`src/rtl/cif_pkg.sv`:
```
// ----------------------------------------------------------------------------
// cif_pkg
// Shared types, constants and arithmetic helpers of the 3x3 image filter.
// ----------------------------------------------------------------------------
package cif_pkg;

    typedef enum logic [2:0] {
        MODE_IDENT  = 3'd0,
        MODE_EDGE   = 3'd1,
        MODE_SHARP  = 3'd2,
        MODE_BLUR   = 3'd3,
        MODE_GAUSS  = 3'd4,
        MODE_EMBOSS = 3'd5
    } t_mode;

    typedef enum logic [1:0] {
        REG_WIDTH  = 2'd0,
        REG_HEIGHT = 2'd1,
        REG_CHANS  = 2'd2,
        REG_MODE   = 2'd3
    } t_reg;

    typedef enum logic [1:0] {
        STEP_PIXEL = 2'd0,
        STEP_VIRT  = 2'd1,
        STEP_VIRT2 = 2'd2
    } t_step;

    localparam int Q_DEPTH = 4;
    localparam int Q_PTRW  = 2;
    localparam int Q_LVLW  = 3;

    // floor(t/9) as (t * BLUR_RECIP) >> BLUR_SHIFT, exact for t < 32768
    localparam int BLUR_RECIP = 3641;
    localparam int BLUR_SHIFT = 15;

    // window of nine packed pixels plus edge and frame-last flags of the output position
    typedef struct packed {
        logic [8:0][31:0] win;
        logic             left;
        logic             right;
        logic             top;
        logic             bot;
        logic             last;
    } t_job;

    typedef struct packed {
        logic [Q_LVLW-1:0] level;
        logic              empty;
        logic              full;
    } t_qstat;

    function automatic logic signed [13:0] conv_sum(t_mode m, logic [8:0][7:0] s);
        logic signed [13:0] p [9];
        logic signed [13:0] tot;
        logic signed [13:0] res;
        tot = '0;
        for (int k = 0; k < 9; k++) begin
            p[k] = signed'(14'(s[k]));
            tot  = tot + p[k];
        end
        case (m)
            MODE_EDGE:   res = (p[4] <<< 3) + p[4] - tot;
            MODE_SHARP:  res = (p[4] <<< 2) + p[4] - p[1] - p[3] - p[5] - p[7];
            MODE_BLUR:   res = tot;
            MODE_GAUSS:  res = p[0] + p[2] + p[6] + p[8]
                             + ((p[1] + p[3] + p[5] + p[7]) <<< 1) + (p[4] <<< 2);
            MODE_EMBOSS: res = p[4] + p[5] + p[7] - p[1] - p[3]
                             + ((p[8] - p[0]) <<< 1);
            default:     res = p[4];
        endcase
        return res;
    endfunction

    function automatic logic [7:0] finish(t_mode m, logic signed [13:0] s);
        logic signed [14:0] v;
        logic        [12:0] t;
        logic        [25:0] prod;
        t    = s[13] ? '0 : 13'(s + 14'sd4);
        prod = 26'(t) * 26'(BLUR_RECIP);
        case (m)
            MODE_BLUR:   v = signed'(15'(prod >> BLUR_SHIFT));
            MODE_GAUSS:  v = s[13] ? '0 : ((15'(s) + 15'sd8) >>> 4);
            MODE_EMBOSS: v = 15'(s) + 15'sd128;
            default:     v = 15'(s);
        endcase
        if (v < 0) begin
            return 8'd0;
        end else if (v > 15'sd255) begin
            return 8'd255;
        end
        return v[7:0];
    endfunction

endpackage

```
`src/rtl/cif_back.sv`:
```
// ----------------------------------------------------------------------------
// cif_back
// Edge replication, kernel sums and rounding/clamp, with the output register.
// ----------------------------------------------------------------------------
module cif_back (
    input  logic            i_clk,
    input  logic            i_rst_n,
    input  cif_pkg::t_mode  i_mode,
    input  logic [2:0]      i_nch,
    input  cif_pkg::t_job   i_job,
    input  cif_pkg::t_qstat i_qstat,
    output logic            o_pop,
    output logic            o_valid,
    input  logic            i_ready,
    output logic [31:0]     o_data,
    output logic            o_last
);

    logic                      r_a_v, r_a_last;
    logic signed [3:0][13:0]   r_a_sum, n_a_sum;
    logic                      r_o_v, r_o_last;
    logic [31:0]               r_o_data, n_o_data;
    logic                      out_en, a_en;
    logic [1:0]                ri [3];
    logic [1:0]                ci [3];
    logic [8:0][7:0]           smp;

    assign out_en = !r_o_v || i_ready;
    assign a_en   = !r_a_v || out_en;
    assign o_pop  = !i_qstat.empty && a_en;

    always_comb begin
        ri[0] = i_job.top   ? 2'd1 : 2'd0;
        ri[1] = 2'd1;
        ri[2] = i_job.bot   ? 2'd1 : 2'd2;
        ci[0] = i_job.left  ? 2'd1 : 2'd0;
        ci[1] = 2'd1;
        ci[2] = i_job.right ? 2'd1 : 2'd2;
        smp   = '0;
        for (int ch = 0; ch < 4; ch++) begin
            for (int i = 0; i < 3; i++) begin
                for (int j = 0; j < 3; j++) begin
                    smp[i*3+j] = i_job.win[ri[i]*3 + ci[j]][ch*8 +: 8];
                end
            end
            n_a_sum[ch] = cif_pkg::conv_sum(i_mode, smp);
        end
    end

    always_comb begin
        for (int ch = 0; ch < 4; ch++) begin
            n_o_data[ch*8 +: 8] = (3'(ch) < i_nch) ?
                                  cif_pkg::finish(i_mode, r_a_sum[ch]) : 8'd0;
        end
    end

    always_ff @(posedge i_clk) begin
        if (!i_rst_n) begin
            r_a_v <= 1'b0;
            r_o_v <= 1'b0;
        end else begin
            if (a_en) begin
                r_a_v <= !i_qstat.empty;
            end
            if (out_en) begin
                r_o_v <= r_a_v;
            end
        end
    end

    always_ff @(posedge i_clk) begin
        if (o_pop) begin
            r_a_sum  <= n_a_sum;
            r_a_last <= i_job.last;
        end
        if (out_en && r_a_v) begin
            r_o_data <= n_o_data;
            r_o_last <= r_a_last;
        end
    end

    assign o_valid = r_o_v;
    assign o_data  = r_o_data;
    assign o_last  = r_o_last;

endmodule

```
`config.mk`:
```
export PLATFORM = sky130hd
export DESIGN_NAME = cif_back
export DESIGN_NICKNAME = d
export VERILOG_FILES = /design/src/rtl/cif_pkg.sv /design/src/rtl/cif_back.sv
export SDC_FILE = /design/constraint.sdc
export NUM_CORES = 2
export LEC_CHECK = 0
export BUFFER_PORTS_ARGS = -buffer_cell sky130_fd_sc_hd__buf_4
export CORE_MARGIN = 2
export CORE_UTILIZATION = 35
export CTS_BUF_LIST = sky130_fd_sc_hd__clkbuf_2
export DETAILED_ROUTE_END_ITERATION = 6
export RECOVER_POWER = 100
export SLEW_MARGIN = 10
export SYNTH_ARGS = -nofsm -noshare
export SYNTH_HDL_FRONTEND = slang
export SYNTH_SLANG_ARGS = --single-unit
```
`constraint.sdc`:
```
create_clock -name i_clk -period 15.1 [get_ports i_clk]
set_clock_uncertainty 0.15 [all_clocks]
set_input_delay 3.02 -clock i_clk [delete_from_list [all_inputs] [get_ports i_clk]]
set_output_delay 3.02 -clock i_clk [all_outputs]
set_load 0.02 [all_outputs]
```
[Word-level counts from Yosys, hierarchy flattened]
Cells that the tools add are included.
Storage, ports and cells
  output and inout bits: 35
  bits of input ports: 307
  logic and storage cells: 242
  bits in registers: 92
Cells by class
  eq/ne operators: 5
  magnitude comparators: 20
  multiplexer cells: 56
  $add $sub $neg: 136
  reduce and logical (&&, ||, !) cells: 7
  multiply operators: 6
Operators by type and width (count)
  32-bit binary-select mux with 4-bit select: 8
  14-bit case mux with 5 select lines: 4
  32-bit two-way mux: 8
  15-bit case mux with 3 select lines: 4
  10-bit by 8-bit adder with 11-bit output: 16
  9-bit by 8-bit adder with 10-bit output: 16
  8-bit by 8-bit adder with 9-bit output: 16
  14-bit by 9-bit adder with 14-bit output: 8
  13-bit by 12-bit multiplier with 25-bit output (second input constant): 4
  11-bit by 8-bit adder with 12-bit output: 8
  8-bit two-way mux: 12
  14-bit by 5-bit adder with 15-bit output (second input constant): 4
  14-bit by 9-bit adder with 15-bit output (second input constant): 4
  15-bit by 9-bit > comparator with 1-bit output (second input constant): 4
  15-bit by 1-bit < comparator with 1-bit output (second input constant): 4
  13-bit by 10-bit adder with 14-bit output: 4
  13-bit by 8-bit adder with 14-bit output: 4
  13-bit by 14-bit subtractor with 14-bit output: 4
  13-bit by 9-bit subtractor with 14-bit output: 4
  14-bit by 9-bit subtractor with 14-bit output: 4
  11-bit by 12-bit adder with 13-bit output: 4
  12-bit by 10-bit adder with 13-bit output: 4
  12-bit by 8-bit adder with 13-bit output: 4
  13-bit by 4-bit adder with 13-bit output (second input constant): 4
  other kinds (28): 74

[Logic depth before layout (Yosys ltp)]
  depth after elaboration: 15
  mapped depth: 35
  gate-level depth less buffers: 30

[Least setup slack after synthesis]
OpenSTA, ideal clock, no wires.
  kind: input to register
  from: input i_job[3] (netlist bit)
  to: register r_a_sum[39] (netlist bit), data pin
  library setup time: 0.270 ns
  arrival time: 10.657 ns
  path slack: 4.023 ns
  stages on the path: 30
  path buffers: 5
  data required time: 14.680 ns
  cell sequence: clkbuf_1 clkbuf_1 inv_1 ha_1 buf_2 buf_1 clkbuf_1 mux4_2 mux2_2 fa_1 fa_1 inv_1 fa_1 inv_1 fa_1 ha_1 fa_1 a21oi_1 nor2b_1 or3_1 a31o_1 a21o_1 a21oi_1 xor2_1 ha_1 a21oi_1 a21oi_1 or2_2 nand3_1 a31oi_1
RTL lines
  start, declared: line cif_back.sv:10  | input cif_pkg::t_job i_job,
  end signal, assigned: line cif_back.sv:73  | r_a_sum <= n_a_sum;
  end, declared: line cif_back.sv:20  | logic signed [3:0][13:0] r_a_sum, n_a_sum;

==> results.yml <==
min_path:
  hp-start: "r_a_last$_DFFE_PP_"
  hold_path_class: "flip-flop to flip-flop"
  holdPathEnd: "o_last$_DFFE_PP_"
  hold_path_depth: 0
synth:
  yosysWarnings: 0
  yosysTopAreaCellShare: 0.253
  syn_area_per_cell_sq_um: 9.35
  synth_area_leaders: "fa_1 25%, ha_1 18%, mux4_2 9.7%"
  async_flop_share: 0
  syn_nets: 7737
  synth_seq_cells: 92
  yosysUniqueCellTypes: 98
  syn-cell-area_sq_mm: 0.0554
  synth_top_cell_by_area: "fa_1"
  synthFlopType: "edfxtp_1"
  syn_inst: 5929
  synth_edf_count: 90
  ys_seq_area_frac: 0.0495
cts:
  postCtsHoldBufs: 0
  root_buffer: "clkbuf_2"
  clk_pin_slew_ns: 0.30
  cts_resized: 0
  cts_buffers: 9
  h-tree-depth: 3
  cts_buffer_depth: 2
  post_cts_buffers: 0
  cts_tree: "yes"
  insertion_delay_ns: 0.83
  clkSinkCount: 92
floorplanning:
  coreArea_sq_mm: 0.158
  rows: 146
  dieArea_sq_mm: 0.162
  start_util: 0.351
  die_y_um: 402
  die_x_um: 402
  io_pins: 342
timing:
  setup_viol: 0
  tightest_slew_ns: 3.73
  post-route-period-util: 0.870
  finalCriticalPeriod_ns: 13.14
  slew_headroom: -1.49
  slew_viol_final: 162
  tns_ns: 0
  max_clock_freq_mhz: 76.1
  final_hold_viol_count: 0
  rsz0062_at_grt: "false"
routing:
  vias: 45300
  first_pass_iters: 6
  drc: 0
  vias_per_cell: 5.52
  wire_per_inst_um: 22.9
  drt_wl_total_mm: 188
  drtIter0Drc: 3579
  ant_nets: 0
worst_setup_path:
  path_buf_inv: 5
  r2r_start: "r_a_sum[30]$_DFFE_PP_"
  crit_top_cell: "fa_1"
  critPathLaunchType: "input port"
  crit_arrival_ns: 13.56
  ff2ff_path_depth: 25
  slowest_delay_ns: 2.11
  regToRegEndpoint: "o_data[23]$_SDFFCE_PP0P_"
  endpoint_kind: "flip-flop"
  crit_type: "input port to flip-flop"
  critPathSlowestCell: "ha_1"
  rrSetupSlack_ns: 7.02
  cp_max_fo: 42
  crit_family: "adder cells"
  required_ns: 15.53
status:
  failed_checks: "max-capacitance violations, max-slew violations"
  outcome: "finished with violations"
global_routing:
  grt_max_degree: 65
  grt_pass1_vias: 46500
  antenna_found_initial: 33
  grt_overflow: 0
  grt_pass1_wl_mm: 286
  grt_usage: 0.231
final_layout:
  nets: 7913
  syn_to_final_growth_pct: 8.37
  drive_gt1_frac: 0.139
  multi_input_area_sq_mm: 0.0475
  fillers: 16000
  layoutNonFillerInstCount: 8211
  register_area_sq_mm: 0.00274
place:
  dp.cells: 8166
  port_buffers: 337
  post-dp-hpwl_mm: 158
  gp_congestion: 0.947
run:
  max_cap_viol_count: 4
worst max path at each step:
| stage | start | end | slack [ns] | depth (start not counted) |
|---|---|---|---|---|
| after global routing | i_job[1] | r_a_sum[25]$_DFFE_PP_ | 1.62 | 30 |
| after floorplan | i_job[3] | r_a_sum[39]$_DFFE_PP_ | 4.02 | 30 |
| final | i_job[1] | r_a_sum[25]$_DFFE_PP_ | 1.96 | 30 |
| after global placement | i_job[3] | r_a_sum[37]$_DFFE_PP_ | 2.94 | 28 |
| after CTS | i_job[3] | r_a_sum[38]$_DFFE_PP_ | 3.72 | 26 |
| after detailed placement | i_job[3] | r_a_sum[39]$_DFFE_PP_ | 2.85 | 28 |
routing by layer:
layer | wire length (um) | GRT usage | vias up
li1 | - | - | 20600
met1 | 86600 | 0.333 | 22700
met2 | 82600 | 0.358 | 1734
met3 | 13100 | 0.0315 | 217
met4 | 5600 | 0.0677 | 4
met5 | 24 | 0 | -
cell usage after synthesis (all sizes together) (58+ instances only):
cell and number:
a21o 113, a21oi 299, buf 58, clkbuf 151
edfxtp 90, fa 700, ha 801, inv 1183
mux2 208, mux4 238, nand2 264, nand3 65
nor2 283, nor3 85, o21ai 244, o21bai 67
xnor2 243, xor2 160
layout make-up:
type | instances | share of cell area
Antenna cell | 29 | 0.00121
Clock buffer | 9 | 0.000750
Timing Repair Buffer | 374 | 0.0446
Tap cell | 2072 | 0.0431
Multi-Input combinational cell | 4445 | 0.790
Sequential cell | 92 | 0.0456
Inverter | 1183 | 0.0739
Clock inverter | 7 | 0.000687
cell usage in the layout (no fill, tap or decap), drive strengths merged, types with 18 or more instances in the layout:
cell	count
nand3	65
nor3	85
a31oi	42
a211oi	37
xor2	160
o21bai	67
fa	700
and3	18
a21oi	299
mux2i	51
ha	801
nand4	21
o22ai	48
diode	29
a21o	113
nor2b	53
nor2	283
buf	334
inv	1184
mux4	238
edfxtp	90
o21a	30
o21ai	244
a221oi	20
xnor2	243
clkbuf	49
a22o	29
a22oi	24
nand2	264
or3	23
nand2b	48
mux2	208
cells by family after synthesis:
logic type | count (synthesis) | synth area share
buffers and inverters | 1392 | 0.0951
adders and majority gates | 1501 | 0.433
muxes | 497 | 0.148
DFF | 92 | 0.0495
and+or+nand+nor | 928 | 0.0782
AOI/OAI and AO/OA | 1116 | 0.132
xor gates and xnor gates | 403 | 0.0637
flip-flops by register name, indices dropped and copies added, names as in the netlist:
register and flops:
o_data 32, o_last 1, o_valid 1, r_a_last 1, r_a_sum 56, r_a_v 1
through the flow:
stage | util | hold WS [ns] | setup WS (ns) | area, sq um
2_1_floorplan | - | 0.250 | 4.02 | 55400
3_3_place_gp | 0.381 | 0.275 | 2.94 | 60200
3_5_place_dp | 0.381 | 0.259 | 2.85 | 60200
4_1_cts | 0.382 | 0.321 | 3.72 | 60300
5_1_grt | 0.381 | 0.330 | 1.62 | 60100
6_report | 0.381 | 0.317 | 1.96 | 60100
Power is left out: the tool's default activity adds up to more than one toggle a clock period on the data nets, which glitch-free logic cannot reach.
