[src/rtl/cif_pkg.sv]
// ----------------------------------------------------------------------------
// cif_pkg
// Shared types, constants and arithmetic helpers of the 3x3 image filter.
// ----------------------------------------------------------------------------
package cif_pkg;

    typedef enum logic [2:0] {
        MODE_IDENT  = 3'd0,
        MODE_EDGE   = 3'd1,
        MODE_SHARP  = 3'd2,
        MODE_BLUR   = 3'd3,
        MODE_GAUSS  = 3'd4,
        MODE_EMBOSS = 3'd5
    } t_mode;

    typedef enum logic [1:0] {
        REG_WIDTH  = 2'd0,
        REG_HEIGHT = 2'd1,
        REG_CHANS  = 2'd2,
        REG_MODE   = 2'd3
    } t_reg;

    typedef enum logic [1:0] {
        STEP_PIXEL = 2'd0,
        STEP_VIRT  = 2'd1,
        STEP_VIRT2 = 2'd2
    } t_step;

    localparam int Q_DEPTH = 4;
    localparam int Q_PTRW  = 2;
    localparam int Q_LVLW  = 3;

    // floor(t/9) as (t * BLUR_RECIP) >> BLUR_SHIFT, exact for t < 32768
    localparam int BLUR_RECIP = 3641;
    localparam int BLUR_SHIFT = 15;

    // window of nine packed pixels plus edge and frame-last flags of the output position
    typedef struct packed {
        logic [8:0][31:0] win;
        logic             left;
        logic             right;
        logic             top;
        logic             bot;
        logic             last;
    } t_job;

    typedef struct packed {
        logic [Q_LVLW-1:0] level;
        logic              empty;
        logic              full;
    } t_qstat;

    function automatic logic signed [13:0] conv_sum(t_mode m, logic [8:0][7:0] s);
        logic signed [13:0] p [9];
        logic signed [13:0] tot;
        logic signed [13:0] res;
        tot = '0;
        for (int k = 0; k < 9; k++) begin
            p[k] = signed'(14'(s[k]));
            tot  = tot + p[k];
        end
        case (m)
            MODE_EDGE:   res = (p[4] <<< 3) + p[4] - tot;
            MODE_SHARP:  res = (p[4] <<< 2) + p[4] - p[1] - p[3] - p[5] - p[7];
            MODE_BLUR:   res = tot;
            MODE_GAUSS:  res = p[0] + p[2] + p[6] + p[8]
                             + ((p[1] + p[3] + p[5] + p[7]) <<< 1) + (p[4] <<< 2);
            MODE_EMBOSS: res = p[4] + p[5] + p[7] - p[1] - p[3]
                             + ((p[8] - p[0]) <<< 1);
            default:     res = p[4];
        endcase
        return res;
    endfunction

    function automatic logic [7:0] finish(t_mode m, logic signed [13:0] s);
        logic signed [14:0] v;
        logic        [12:0] t;
        logic        [25:0] prod;
        t    = s[13] ? '0 : 13'(s + 14'sd4);
        prod = 26'(t) * 26'(BLUR_RECIP);
        case (m)
            MODE_BLUR:   v = signed'(15'(prod >> BLUR_SHIFT));
            MODE_GAUSS:  v = s[13] ? '0 : ((15'(s) + 15'sd8) >>> 4);
            MODE_EMBOSS: v = 15'(s) + 15'sd128;
            default:     v = 15'(s);
        endcase
        if (v < 0) begin
            return 8'd0;
        end else if (v > 15'sd255) begin
            return 8'd255;
        end
        return v[7:0];
    endfunction

endpackage

[src/rtl/cif_queue.sv]
// ----------------------------------------------------------------------------
// cif_queue
// Short FIFO of window jobs between the front and the back.
// ----------------------------------------------------------------------------
module cif_queue (
    input  logic            i_clk,
    input  logic            i_rst_n,
    input  logic            i_push,
    input  cif_pkg::t_job   i_din,
    input  logic            i_pop,
    output cif_pkg::t_job   o_head,
    output cif_pkg::t_qstat o_stat
);

    localparam int LW = cif_pkg::Q_LVLW;

    cif_pkg::t_job                 r_mem [cif_pkg::Q_DEPTH];
    logic [cif_pkg::Q_PTRW-1:0]    r_wp, r_rp;
    logic [LW-1:0]                 r_level;

    always_ff @(posedge i_clk) begin
        if (!i_rst_n) begin
            r_wp    <= '0;
            r_rp    <= '0;
            r_level <= '0;
        end else begin
            if (i_push) begin
                r_wp <= r_wp + 1'b1;
            end
            if (i_pop) begin
                r_rp <= r_rp + 1'b1;
            end
            r_level <= r_level + LW'(i_push) - LW'(i_pop);
        end
    end

    always_ff @(posedge i_clk) begin
        if (i_push) begin
            r_mem[r_wp] <= i_din;
        end
    end

    assign o_head       = r_mem[r_rp];
    assign o_stat.level = r_level;
    assign o_stat.empty = r_level == '0;
    assign o_stat.full  = r_level == LW'(cif_pkg::Q_DEPTH);

endmodule

[config.mk]
export PLATFORM = sky130hd
export DESIGN_NAME = cif_queue
export DESIGN_NICKNAME = d
export VERILOG_FILES = /design/src/rtl/cif_pkg.sv /design/src/rtl/cif_queue.sv
export SDC_FILE = /design/constraint.sdc
export NUM_CORES = 1
export LEC_CHECK = 0
export ABC_CLOCK_PERIOD_IN_PS = 20500
export BUFFER_PORTS_ARGS = -buffer_cell sky130_fd_sc_hd__buf_2
export CORE_MARGIN = 3
export CORE_UTILIZATION = 55
export DETAILED_ROUTE_END_ITERATION = 8
export GPL_TIMING_DRIVEN = 0
export PLACE_DENSITY_LB_ADDON = 0.25
export RECOVER_POWER = 100
export SYNTH_ARGS = -nofsm -noshare
export SYNTH_HDL_FRONTEND = slang
export SYNTH_SLANG_ARGS = --single-unit
[constraint.sdc]
create_clock -name i_clk -period 20.5 [get_ports i_clk]
set_clock_uncertainty 0.05 [all_clocks]
set_input_delay 4.1 -clock i_clk [delete_from_list [all_inputs] [get_ports i_clk]]
set_output_delay 4.1 -clock i_clk [all_outputs]
set_load 0.01 [all_outputs]
# Word level (Yosys, flattened, before mapping)
# Memories as Yosys holds them, arrays and structs flattened. A register that Yosys moved wholly into a read port is not among the register bits.
# Index checks and enable logic that the tools add are counted.
classes:
  add_sub_neg: 4
  n_eq_ne: 1
  n_mux: 4
  n_reduce_logical: 1
op_table:
  columns: ["operator", "count"]
  rows:
  - ["$add 2x1->2 const B", 2]
  - ["$mux 2", 2]
  - ["$add 3x1->3", 1]
  - ["$eq 3x3->1 const B", 1]
  - ["$logic_not 3->1", 1]
  - ["$sub 3x1->3", 1]
  - ["$mux 1", 2]
word_totals:
  ff_bits: 7
  mem_bits_rw: 1172
  in_bits: 297
  out_inout_bits: 298
  wordCells: 14
  mem_count: 1
memory_table:
  columns: ["name", "words", "width", "read_ports", "rd_ports_with_merged_regs", "write_ports", "line", "text"]
  rows:
  - ["r_mem", 4, 293, 1, 1, 1, "cif_queue.sv:17", "cif_pkg::t_job r_mem [cif_pkg::Q_DEPTH];"]

# Depth between registers and ports, before layout
# Gate-level depths: netlist of the first run.
logic_depth:
  word_depth: 3
  ltp_mapped: 7
  ltp_nobuf: 7

# Least setup slack after synthesis of the first run
# Ideal clock, no wire load.
synth_path:
  kind: "input -> register"
  start: "input i_push"
  end: "memory r_mem[0][0] (netlist name), enable pin"
  setup_ns: 0.691
  arrival_time_ns: 10.710
  required_time_ns: 19.759
  path_slack_ns: 9.049
  cell_stages: 1
  path_cell_list: "and2_1"
synth_between:
  elab_chain_cells: 2
synth_lines:
  columns: ["item", "line", "text"]
  rows:
  - ["from (decl)", "cif_queue.sv:8", "input logic i_push,"]
  - ["$mux 1", "cif_queue.sv:38", "if (i_push) begin"]
  - ["$mux 1 (not written as such)", "cif_queue.sv:39", "r_mem[r_wp] <= i_din;"]
  - ["to (decl)", "cif_queue.sv:17", null]
# No other way between the ends.

# Worst setup path after layout of the first run
layout_path:
  start: "input i_push"
  end: "memory r_mem[3][66] (netlist name), enable pin"
# Same word-level chain as after synthesis.

==> out/qor.txt, run 1 <==
status: finished, violations left
violated checks: capacitance limit, slew limit
Final Cycle Share: 59.6%
RSZ-0062 raised after global routing: no
post-synth top area cell: edfxtp_1
Mapped Cells: 1574
met1 Usage GRT: 27.5%
drt wl/cell: 26.2 µm
Worst-Skew Late Latency: 0.66 ns
critical path depth: 4
I/O pin cnt: 595
Die H: 286 µm
Storage cell area: 35400 µm²
worst hold stages: 2
critical-path cell list: clkbuf_1 -> and2_0 -> clkbuf_1 -> clkbuf_1
Hold Crit Class: reg -> reg
post-route ant nets: 0
number of library cell types mapped by synthesis: 22
VDD IR-drop max: 0.000105 V
setup violators final: 0
hold_ws: 0.503 ns
Leak: 0.0156 µW
RePlAce Congestion: 0.794
hold_buf cts: 0
reg-to-reg endpoint: r_mem[3][66]
Layout Area Growth over Synthesis: 17.6%
gr usage total: 22.3%
Mapped Area: 43000 µm²
1st-iter DRT viols: 1283
fin nets: 2607
core footprint: 76700 µm²
cell family with most CP delay: buffers and inverters
antenna violations before repair: 27
Critical Path AT: 12.37 ns
Worst R2R Start: r_wp[0]
multi-input logic area: 6840 µm²
die area: 81500 µm²
vias in the first global route: 20775
Clock Tree Buf Depth: 3
global-route wire length before repair: 134000 µm
site row count: 101
worst path bufs/invs: 3
Port Buffer Count: 594
CP Max Fanout: 57
post-DR vias/cell: 5.67
GR Layer Usage met2: 37.3%
Detailed Place HPWL: 59100 µm
most common cell after layout, fill and taps aside: edfxtp_1
Worst-path clk slew: 0.06 ns
Critical Path RT: 20.64 ns
Worst Reg2Reg Path Length in Cells: 4
hold path endpoint: r_rp[1]
pwr dens: 108 nW/µm²
initial core utilization: 56.0%
commonest non-fill, non-tap cells in the layout: edfxtp_1, clkbuf_1, mux4_2
post-CTS setup buffers: 0
global route overflow: 0
sequential share of the synthesized area: 82.3%
Vias: 19545
busiest grt layer: met2
root buffer cell: clkbuf_16
CP max-delay cell: and2_0
Die Span X: 286 µm
FF+latch count, synth: 1181
CTS resizes: 0
Slew Viols, Final: 1218
reg-to-reg slack, setup: 11.54 ns
Critical Path Source Type: primary input
min-delay src: r_rp[0]
cell mode on critical path: clkbuf_1
MaxCap Viol Count: 25
grt met3 use: 7.10%
critical path class: in -> reg
area share of the largest cell type after synthesis: 81.9%
Slew Limit Headroom: -143%
CTS tree: yes
Worst Setup End Kind: flop
Total Wirelength: 90500 µm
Worst path max stage delay: 2.67 ns
post-route setup TNS: 0 ns
crit path time final: 12.23 ns
DRC errors left: 0
Pre-antenna DRT Iters: 5
Fillers: 5111
Synthesized Nets: 1878
fraction of layout cells with a size suffix above 1: 22.1%
top post-synthesis cells by area: edfxtp_1, mux4_2, buf_12
final hold vios: 0
CTS H-Tree Depth: 3
# clock sinks: 1181
TritonCTS Buffers: 112
average size of a mapped cell: 27.3 µm²
Yosys warnings: 0
FMAX: 0.0818 GHz
largest net degree at the start of global routing: 59
actual slew at the worst max-slew pin: 3.65 ns
## synth_stat cells, drive strengths merged
cell type	count
a21bo	1
a21oi	1
and2	6
and3	1
buf	62
clkbuf	4
dfxtp	9
edfxtp	1172
fa	1
ha	6
inv	7
mux2i	1
mux4	293
nand3b	1
nor2	5
nor3	1
xnor2	2
xor3	1
## where the power goes
group	switching [µW]	internal (µW)
Clock	860	1280
Combinational	294	204
Sequential	25.6	2790
Total	1180	4270
## state kept, by name, summed over array words and instances (netlist names), named ones only
| register | count |
|---|---|
| r_mem | 1172 |
| r_wp | 2 |
| r_rp | 2 |
| r_level | 3 |
## worst max path at each step
stage	startpoint	endpoint
after floorplan	i_push	r_mem[0][0]
after global routing	i_push	r_mem[3][64]
final	i_push	r_mem[3][66]
after global placement	i_push	r_mem[1][250]
after detailed placement	flop	o_head[132]
after CTS	flop	o_head[132]
## layout make-up
cell class / count / share of cell area (%)
inverter: 7 / 0.0520
buffer: 66 / 1.41
multi-input combinational: 320 / 13.5
antenna: 16 / 0.0792
clock inverter: 73 / 1.85
sequential: 1181 / 70.0
tap: 1030 / 2.55
timing repair buffer: 615 / 4.64
clock buffer: 140 / 5.90
## through the flow
step | cells | instance area (µm²) | total power [µW] | util, % | setup WS (ns)
6_report | 3448 | 50500 | 5450 | 65.9 | 8.27
5_1_grt | 3443 | 50500 | 5640 | 65.9 | 7.57
4_1_cts | 3432 | 51700 | 5530 | 67.4 | 13.37
3_5_place_dp | 3219 | 47800 | 3400 | 62.3 | 14.09
3_3_place_gp | 3198 | 47200 | 3430 | 61.6 | 3.64
2_1_floorplan | 1574 | 43000 | 3180 | - | 9.05
## kinds of logic (layout without fill, tap and decap cells)
group | after synthesis | after routing | synth area share [%]
buffers and inverters | 73 | 901 | 1.80
AND/OR/NAND/NOR | 14 | 14 | 0.175
adder cells (fa/ha/maj) | 7 | 7 | 0.221
XOR/XNOR | 3 | 3 | 0.0961
other | 0 | 16 | 0
multiplexers | 294 | 294 | 15.4
flip-flops | 1181 | 1181 | 82.3
AO/OA/AOI/OAI | 2 | 2 | 0.0349
## routing by layer
layer	vias to the layer above	wire (µm)	share of wire, %
li1	8372	-	-
met3	205	7690	8.5
met1	10229	31800	35
met2	715	47400	52
met4	24	3410	3.8
met5	-	162	0.18
## worst min-delay path: cells and delay by family (launching register included)
kind / cells / cell delay (ns)
AND/OR/NAND/NOR: 1 / 0.09
flip-flops: 1 / 0.33
AO/OA/AOI/OAI: 1 / 0.08
Note: power is estimated with default switching activity, not from simulation.
==> run 2, diff against run 1 <==
--- a/config.mk
+++ b/config.mk
@@ -5,7 +5,7 @@
 export SDC_FILE = /design/constraint.sdc
 export NUM_CORES = 1
 export LEC_CHECK = 0
-export ABC_CLOCK_PERIOD_IN_PS = 20500
+export ABC_CLOCK_PERIOD_IN_PS = 11700
 export BUFFER_PORTS_ARGS = -buffer_cell sky130_fd_sc_hd__buf_2
 export CORE_MARGIN = 3
 export CORE_UTILIZATION = 55
==> constraint.sdc (replaced) <==
create_clock -name i_clk -period 11.7 [get_ports i_clk]
set_clock_uncertainty 0.05 [all_clocks]
set_input_delay 2.34 -clock i_clk [delete_from_list [all_inputs] [get_ports i_clk]]
set_output_delay 2.34 -clock i_clk [all_outputs]
set_load 0.01 [all_outputs]
==> run 2 against run 1 <==
The flow still finishes with violations (capacitance limit, slew limit). Combinational power grew 78%. Clock-buffer cell count unchanged. Core utilization is 0.34 points higher. Highest routed layer unchanged.
==> out/qor.txt, run 2 (synthesized netlist as in run 1, its figures left out) <==
status: finished, violations left
violated checks: capacitance limit, slew limit
Detailed Place HPWL: 59100 µm
Worst Reg2Reg Path Length in Cells: 5
Total Wirelength: 90400 µm
NetSw: 2070 µW
pwr dens: 188 nW/µm²
RSZ-0062 raised after global routing: no
post-route setup TNS: 0 ns
Worst Setup End Kind: flop
Clock Tree Buf Depth: 3
die area: 81500 µm²
CTS H-Tree Depth: 3
CP max-delay cell: clkbuf_1
initial core utilization: 56.0%
Crit. Startpoint: i_push
1st-iter DRT viols: 1386
Finished Cell Area: 50800 µm²
drt wl/cell: 26.2 µm
root buffer cell: clkbuf_16
Seq pwr share: 51.5%
critical-path cell list: clkbuf_1 -> and2_0 -> clkbuf_1 -> buf_16
hold path endpoint: r_rp[1]
Fillers: 5081
MaxCap Viol Count: 14
Leak: 0.0157 µW
Critical Path AT: 8.12 ns
I/O pin cnt: 595
final hold vios: 0
Die Span X: 286 µm
vias in the first global route: 20775
max reg flops: 1172
gr usage total: 22.3%
Port Buffer Count: 594
worst path bufs/invs: 3
Final Cycle Share: 67.1%
FMAX: 0.127 GHz
reg-to-reg endpoint: r_mem[2][277]
Layout Area Growth over Synthesis: 18.2%
Placed Area: 47800 µm²
fin nets: 2607
met1 wire length: 31900 µm
cell family with most CP delay: buffers and inverters
CTS resizes: 0
fraction of layout cells with a size suffix above 1: 22.6%
reg-to-reg slack, setup: 5.33 ns
site row count: 101
Die H: 286 µm
biggest regs: r_mem x1172, r_level x3
most common cell after layout, fill and taps aside: edfxtp_1
DRC errors left: 0
# clock sinks: 1181
RePlAce Congestion: 0.794
Slew Viols, Final: 601
TritonCTS Buffers: 112
min-delay src: r_rp[0]
met2 WL: 47100 µm
crit path time final: 7.85 ns
critical path class: in -> reg
global route overflow: 0
actual slew at the worst max-slew pin: 3.81 ns
CP Max Fanout: 52
Critical Path Source Type: primary input
global-route wire length before repair: 134000 µm
Worst-path clk slew: 0.06 ns
Pre-antenna DRT Iters: 5
Critical Path RT: 11.97 ns
cell mode on critical path: clkbuf_1
Sw Ratio: 21.7%
Clk network pwr share: 39.2%
internal cell power: 7480 µW
Worst path max stage delay: 2.69 ns
met3 wire len: 7730 µm
Comb pwr share: 9.3%
commonest non-fill, non-tap cells in the layout: edfxtp_1, clkbuf_1, mux4_2
Vias: 19531
hold_buf cts: 0
Worst R2R Start: r_wp[0]
worst hold stages: 2
post-DR vias/cell: 5.66
setup violators final: 0
Hold Crit Class: reg -> reg
largest net degree at the start of global routing: 59
core footprint: 76700 µm²
highest routed layer: met5
VDD IR-drop max: 0.000184 V
Largest Register: r_mem
CTS tree: yes
antenna violations before repair: 27
post-CTS setup buffers: 0
Slew Limit Headroom: -154%
Worst-Skew Late Latency: 0.66 ns
post-route ant nets: 0
[run 2: cell count changes in the layout (fill, tap and decap cells not counted), sizes merged]
cell and change:
buf +11, clkbuf -11
[run 2: through the flow]
step | power (µW) | util, % | std cells | setup slack, ns | hold WS [ns]
floorplan | 5580 | - | 1574 | 2.01 | 0.449
global placement | 6010 | 61.6 | 3198 | -3.40 | 0.469
detailed placement | 5960 | 62.3 | 3219 | 7.05 | 0.487
CTS | 9700 | 67.4 | 3432 | 6.33 | 0.517
global route | 9880 | 66.2 | 3443 | 3.36 | 0.535
finish | 9550 | 66.2 | 3448 | 3.85 | 0.505
[run 2: worst max path at each step]
stage / to / cells past startpoint
2_1_floorplan: r_mem[0][0] / 1
3_3_place_gp: r_mem[1][258] / 2
3_5_place_dp: o_head[132] / 5
4_1_cts: o_head[132] / 5
5_1_grt: r_mem[2][23] / 4
6_report: r_mem[2][277] / 4
[run 2: worst reg2reg max path, cell delays in order, from the launching register on]
cell,delay (ns)
dfxtp_1,0.35
inv_1,0.11
ha_1,0.15
and2_0,2.23
clkbuf_1,2.70
buf_16,0.37
[run 2: cell type report]
class	instances	area, µm²	share of cell area [%]
clock buffers	140	2980	5.86
diodes	16	40.0	0.0788
multi-input cells	320	6840	13.5
well taps	1030	1290	2.54
flip-flops and latches	1181	35400	69.6
repair buffers	615	2610	5.13
plain buffers	66	711	1.40
clock inverters	73	936	1.84
inverters	7	26.3	0.0517
[run 2: power groups by stage]
stage / Combinational, µW / Clock, µW / Sequential, µW
after detailed placement: 962 / 0 / 5000
after global placement: 918 / 0 / 5100
after global routing: 951 / 3990 / 4930
final: 887 / 3740 / 4920
after floorplan: 534 / 0 / 5040
after CTS: 969 / 3820 / 4910
[run 2: metal layers]
| metal | GRT usage [%] | up-vias |
|---|---|---|
| li1 | - | 8375 |
| met1 | 27.5 | 10207 |
| met2 | 37.3 | 717 |
| met3 | 7.10 | 208 |
| met4 | 8.18 | 24 |
| met5 | 0 | - |
